$ cat src/rtl/tlik_pkg.sv
// Shared constants, types and the arctangent table of the two-link arm solver.
package tlik_pkg;

  localparam int ANGLE_FRAC_BITS_DEF = 12;
  localparam int CORDIC_STAGES_DEF   = 16;

  localparam int VEC_W  = 50;
  localparam int CX_W   = 53;
  localparam int Z_W    = 33;
  localparam int ANG_W  = 31;
  localparam int ROOT_W = 31;
  localparam int RAD_W  = 62;

  localparam logic [33:0] PI_Q30      = 34'd3373259426;
  localparam logic [33:0] HALF_PI_Q30 = 34'd1686629713;
  localparam logic [33:0] TWO_PI_Q30  = 34'd6746518852;

  localparam logic [15:0] LINK_RESET = 16'd2240;

  typedef enum logic [0:0] {
    REG_UPPER = 1'b0,
    REG_LOWER = 1'b1
  } reg_idx_t;

  typedef struct packed {
    logic signed [16:0] x;
    logic signed [16:0] y;
    logic               numneg;
    logic               reach;
    logic [30:0]        d;
    logic [30:0]        m;
  } side_t;

  typedef struct packed {
    logic xneg;
    logic yneg;
    logic bneg;
    logic numneg;
    logic reach;
  } flg_t;

  function automatic logic [29:0] atan_q30(input logic [4:0] i);
    logic [29:0] r;
    case (i)
      5'd0:  r = 30'd843314856;
      5'd1:  r = 30'd497837829;
      5'd2:  r = 30'd263043836;
      5'd3:  r = 30'd133525158;
      5'd4:  r = 30'd67021686;
      5'd5:  r = 30'd33543515;
      5'd6:  r = 30'd16775850;
      5'd7:  r = 30'd8388437;
      5'd8:  r = 30'd4194282;
      5'd9:  r = 30'd2097149;
      5'd10: r = 30'd1048575;
      5'd11: r = 30'd524287;
      5'd12: r = 30'd262143;
      5'd13: r = 30'd131071;
      5'd14: r = 30'd65535;
      5'd15: r = 30'd32767;
      5'd16: r = 30'd16383;
      5'd17: r = 30'd8191;
      5'd18: r = 30'd4095;
      5'd19: r = 30'd2047;
      5'd20: r = 30'd1023;
      5'd21: r = 30'd511;
      5'd22: r = 30'd255;
      5'd23: r = 30'd127;
      5'd24: r = 30'd63;
      5'd25: r = 30'd31;
      5'd26: r = 30'd15;
      5'd27: r = 30'd7;
      5'd28: r = 30'd3;
      5'd29: r = 30'd1;
      default: r = 30'd0;
    endcase
    return r;
  endfunction

endpackage

$ cat src/rtl/tlik_isqrt.sv
// Pipelined floor square root, one result bit per stage.
module tlik_isqrt (
  input  logic                         clk,
  input  logic                         en,
  input  logic [tlik_pkg::RAD_W-1:0]   radicand,
  output logic [tlik_pkg::ROOT_W-1:0]  root
);

  localparam int RW = tlik_pkg::RAD_W;
  localparam int QW = tlik_pkg::ROOT_W;

  logic [RW-1:0] rem [1:QW];
  logic [QW-1:0] rt  [1:QW];

  for (genvar k = 0; k < QW; k++) begin : g_step
    localparam int B = QW - 1 - k;
    logic [RW-1:0] cur_rem;
    logic [QW-1:0] cur_rt;
    logic [RW-1:0] test;
    if (k == 0) begin : g_first
      assign cur_rem = radicand;
      assign cur_rt  = '0;
    end else begin : g_rest
      assign cur_rem = rem[k];
      assign cur_rt  = rt[k];
    end
    assign test = (RW'(cur_rt) << (B + 1)) | (RW'(1) << (2 * B));
    always_ff @(posedge clk) begin
      if (en) begin
        if (cur_rem >= test) begin
          rem[k+1] <= cur_rem - test;
          rt[k+1]  <= cur_rt | (QW'(1) << B);
        end else begin
          rem[k+1] <= cur_rem;
          rt[k+1]  <= cur_rt;
        end
      end
    end
  end

  assign root = rt[QW];

endmodule

$ cat config.mk
export PLATFORM = sky130hd
export DESIGN_NAME = tlik_isqrt
export DESIGN_NICKNAME = d
export VERILOG_FILES = /design/src/rtl/tlik_pkg.sv /design/src/rtl/tlik_isqrt.sv
export SDC_FILE = /design/constraint.sdc
export NUM_CORES = 2
export LEC_CHECK = 0
export BUFFER_PORTS_ARGS = -buffer_cell sky130_fd_sc_hd__buf_4
export CAP_MARGIN = 20
export CORE_ASPECT_RATIO = 0.75
export CORE_MARGIN = 4
export CORE_UTILIZATION = 55
export DETAILED_ROUTE_END_ITERATION = 16
export PLACE_DENSITY = 0.83
export SETUP_SLACK_MARGIN = 0.05
export SLEW_MARGIN = 10
export SYNTH_ARGS = -nofsm -noshare
export SYNTH_HDL_FRONTEND = slang
export SYNTH_SLANG_ARGS = --single-unit
$ cat constraint.sdc
create_clock -name clk -period 4.5 [get_ports clk]
set_input_delay 0.225 -clock clk [delete_from_list [all_inputs] [get_ports clk]]
set_output_delay 0.225 -clock clk [all_outputs]
set_load 0.005 [all_outputs]
==> impl_metrics.json <==
{
  "outcome": "finished clean",
  "fin_crit_ps": 4454,
  "rsz0062_at_grt": "false",
  "start_kind": "flop",
  "final_common_cell": "edfxtp_1",
  "cap_violations": 0,
  "io_pins": 95,
  "area_growth_pct": 12.00,
  "yosys_warnings": 0,
  "row_count": 144,
  "synth-seq-cells": 2356,
  "chipWidth_um": 533.3,
  "mostFrequentLayoutCells": "2356 x edfxtp_1, 677 x nand2_1, 648 x inv_1, 549 x nor2_1, 525 x ha_1",
  "core_area_um2": 205600,
  "drv_slew": 0,
  "cp_max_fo": 6,
  "numPortBuffers": 94,
  "cts_buffer_depth": 4,
  "seqPwrFrac_pct": 46.7,
  "place_area_um2": 118900,
  "fin_area_um2": 127500,
  "p_int_uw": 44700,
  "fin_skew_ps": 118.0,
  "cellPowerDensity_nw_per_um2": 507.2,
  "hold_class": "in2reg",
  "cp.required_ps": 5110,
  "setup_viol": 0,
  "power_uw": 64660,
  "syn_avg_cell_area_um2": 12.45,
  "cts_setup_buffers": 0,
  "numClockSinks": 2356,
  "wl_met2_mm": 123.3,
  "synth_cell_types": 99,
  "grt_pass1_wl_mm": 467.4,
  "grt_overflow": 0,
  "worstMarginPinSlew_ps": 1287,
  "ant_nets": 0,
  "netlist.area_leader.share_pct": 62.16,
  "synth_edf_count": 2356,
  "end_kind": "flop",
  "drt_wl_total_mm": 316.5,
  "grt_max_degree": 222,
  "synth_fp_nets": 9729,
  "peakVddDrop_uv": 379.0,
  "rrSetupSlack_ps": 50,
  "drtIter0Drc": 11719,
  "grt_pass1_vias": 73175,
  "hold_start": "radicand[3]",
  "p_comb_share_pct": 22.7,
  "antenna_found_initial": 17,
  "viasPerCell": 6.286,
  "vias": 78643,
  "p_sw_share_pct": 30.87,
  "layout-drive-gt1-share_pct": 8.244,
  "holdPathEnd": "rem[0][65]",
  "cts_tree": "yes",
  "drt-met1-wl_mm": 139.1,
  "dp_hpwl_mm": 226.1,
  "grt_usage_pct": 28.62,
  "rr_endpoint": "rem[0][1788]",
  "synthTopCellsByArea": "edfxtp_1 62%, ha_1 5.8%, xnor2_1 3.2%, xor2_1 3.1%, a21oi_1 2.3%",
  "min_path_cells": 2,
  "die_area_um2": 214400,
  "final_cells": 12511,
  "drt_pass1_iterations": 6,
  "die_y_um": 402.0,
  "drc": 0,
  "crit_type": "reg2reg",
  "avgRoutedWirePerCell_um": 25.30,
  "tns_ps": 0,
  "synthCells": 9140,
  "p_sw_uw": 19960,
  "post-place-cells": 11991,
  "cts.clk_slew.worst_paths_ps": 80,
  "initial_utilization_pct": 55.37,
  "slew_headroom_pct": 13.62,
  "max_freq_mhz": 224.5,
  "ys_seq_area_share_pct": 62.16,
  "worst-r2r-cell-count": 12,
  "met3_length_mm": 45.19,
  "r2r_start": "rem[0][1685]",
  "synth_area_leader_cell": "edfxtp_1",
  "top_signal_layer_used": "met5",
  "leakage_uw": 0.04805,
  "pwr-share-clk_pct": 30.6,
  "timing.final.crit_share_pct": 98.98,
  "clkLatencyLatePin_ps": 950,
  "worst_ep_arrival_time_ps": 5070,
  "hold_viol": 0,
  "netlist_area_um2": 113800,
  "routabilityCongestion": 1.009,
  "h-tree-depth": 4,
  "synth-async-reset-ratio_pct": 0,
  "cts_made_buffers": 225,
  "synth_flop_cell": "edfxtp_1",
  "cts-root-buf": "clkbuf_16",
  "final_nets": 10133
}
state kept, by name, summed over array words and instances, names as in the netlist:
signal	cells
rem	1860
rt	496
routing by layer:
layer / global-route usage (%) / vias up
met5: 0 / -
met3: 9.751 / 604
met4: 7.036 / 12
met2: 38.01 / 4860
li1: - / 35088
met1: 44.67 / 38079
worst max-delay path, stage by stage, from the launching register on:
cell and delay (ps):
edfxtp_1 400, ha_1 410, nor4_1 490, o41ai_1 160, buf_4 180, a221o_1 330
a21o_1 220, a311oi_1 1070, or2_2 340, nor3b_1 200, buf_4 190, nand3_1 100
xnor2_1 140
metrics by stage:
stage / hold slack, ps / worst slack, ps / util (%)
after floorplan: 323.9 / 522.5 / -
after global placement: 413.5 / -61.21 / 57.84
after detailed placement: 415.0 / -145.0 / 57.84
after CTS: 0.2117 / 85.32 / 61.96
after global routing: 1.038 / 26.33 / 62.00
final: 29.98 / 45.89 / 62.01
cells by family (layout without fill, tap and decap cells):
| logic type | after synthesis | after routing | share of synthesized area, % |
|---|---|---|---|
| AND/OR/NAND/NOR | 2803 | 2803 | 12.84 |
| XOR/XNOR | 813 | 813 | 6.263 |
| flip-flops | 2356 | 2356 | 62.16 |
| other | 0 | 9 | 0 |
| multiplexers | 73 | 73 | 0.7113 |
| adder cells (fa/ha/maj) | 525 | 525 | 5.771 |
| buffers and inverters | 858 | 1446 | 2.856 |
| AO/OA/AOI/OAI | 1712 | 1712 | 9.399 |
cells in the mapped netlist, types with 22 or more instances:
cell and instances:
clkbuf_1 187, mux2_2 63, a21o_1 252, nor3_1 261
nor4_1 351, o31ai_1 38, a211oi_1 37, or3_1 90
nand4_1 154, and3_1 36, inv_1 648, and2_1 30
xor2_1 400, nand4b_1 22, o21ai_0 434, a31oi_1 41
edfxtp_1 2356, ha_1 525, o21a_1 107, o211ai_1 34
nor2_1 550, nor3b_1 28, nor2b_1 72, nand2_1 677
nand3_1 140, xnor2_1 412, or2_2 42, o21bai_1 40
nand2b_1 110, or4_1 74, nand3b_1 30, a21oi_1 523
nor4b_1 61
power by group through the flow:
stage	Sequential [uW]	Clock, uW	Combinational [uW]
global route	30400	20900	15900
global placement	30400	0	13600
detailed placement	30500	0	13900
floorplan	29400	0	9910
CTS	30100	19800	14200
finish	30200	19800	14700
timing repair:
item / 4_1_cts / 5_1_grt
gates resized for setup: 1 / 5
setup endpoints to repair: 9 / 38
endpoints found under the hold margin: 84 / 1
hold buffers: 96 / 1
worst max path at each step:
stage	startpoint	end	slack, ps
3_3_place_gp	rem[0][1523]	rem[0][1597]	-60
6_report	rem[0][1685]	rem[0][1788]	50
2_1_floorplan	en	rem[0][1736]	520
3_5_place_dp	rem[0][1521]	rem[0][1603]	-140
5_1_grt	rt[0][649]	rem[0][1361]	30
4_1_cts	rem[0][1278]	rem[0][1361]	90
cell type report:
type | count | area (um^2)
multi-input cells | 5926 | 39950
clock inverters | 152 | 1698
inverters | 651 | 2444
fillers | 14966 | 78100
diodes | 9 | 22.52
flip-flops and latches | 2356 | 70750
repair buffers | 384 | 3348
clock buffers | 259 | 5801
well taps | 2774 | 3471
Power figures use the tool's default switching activity.
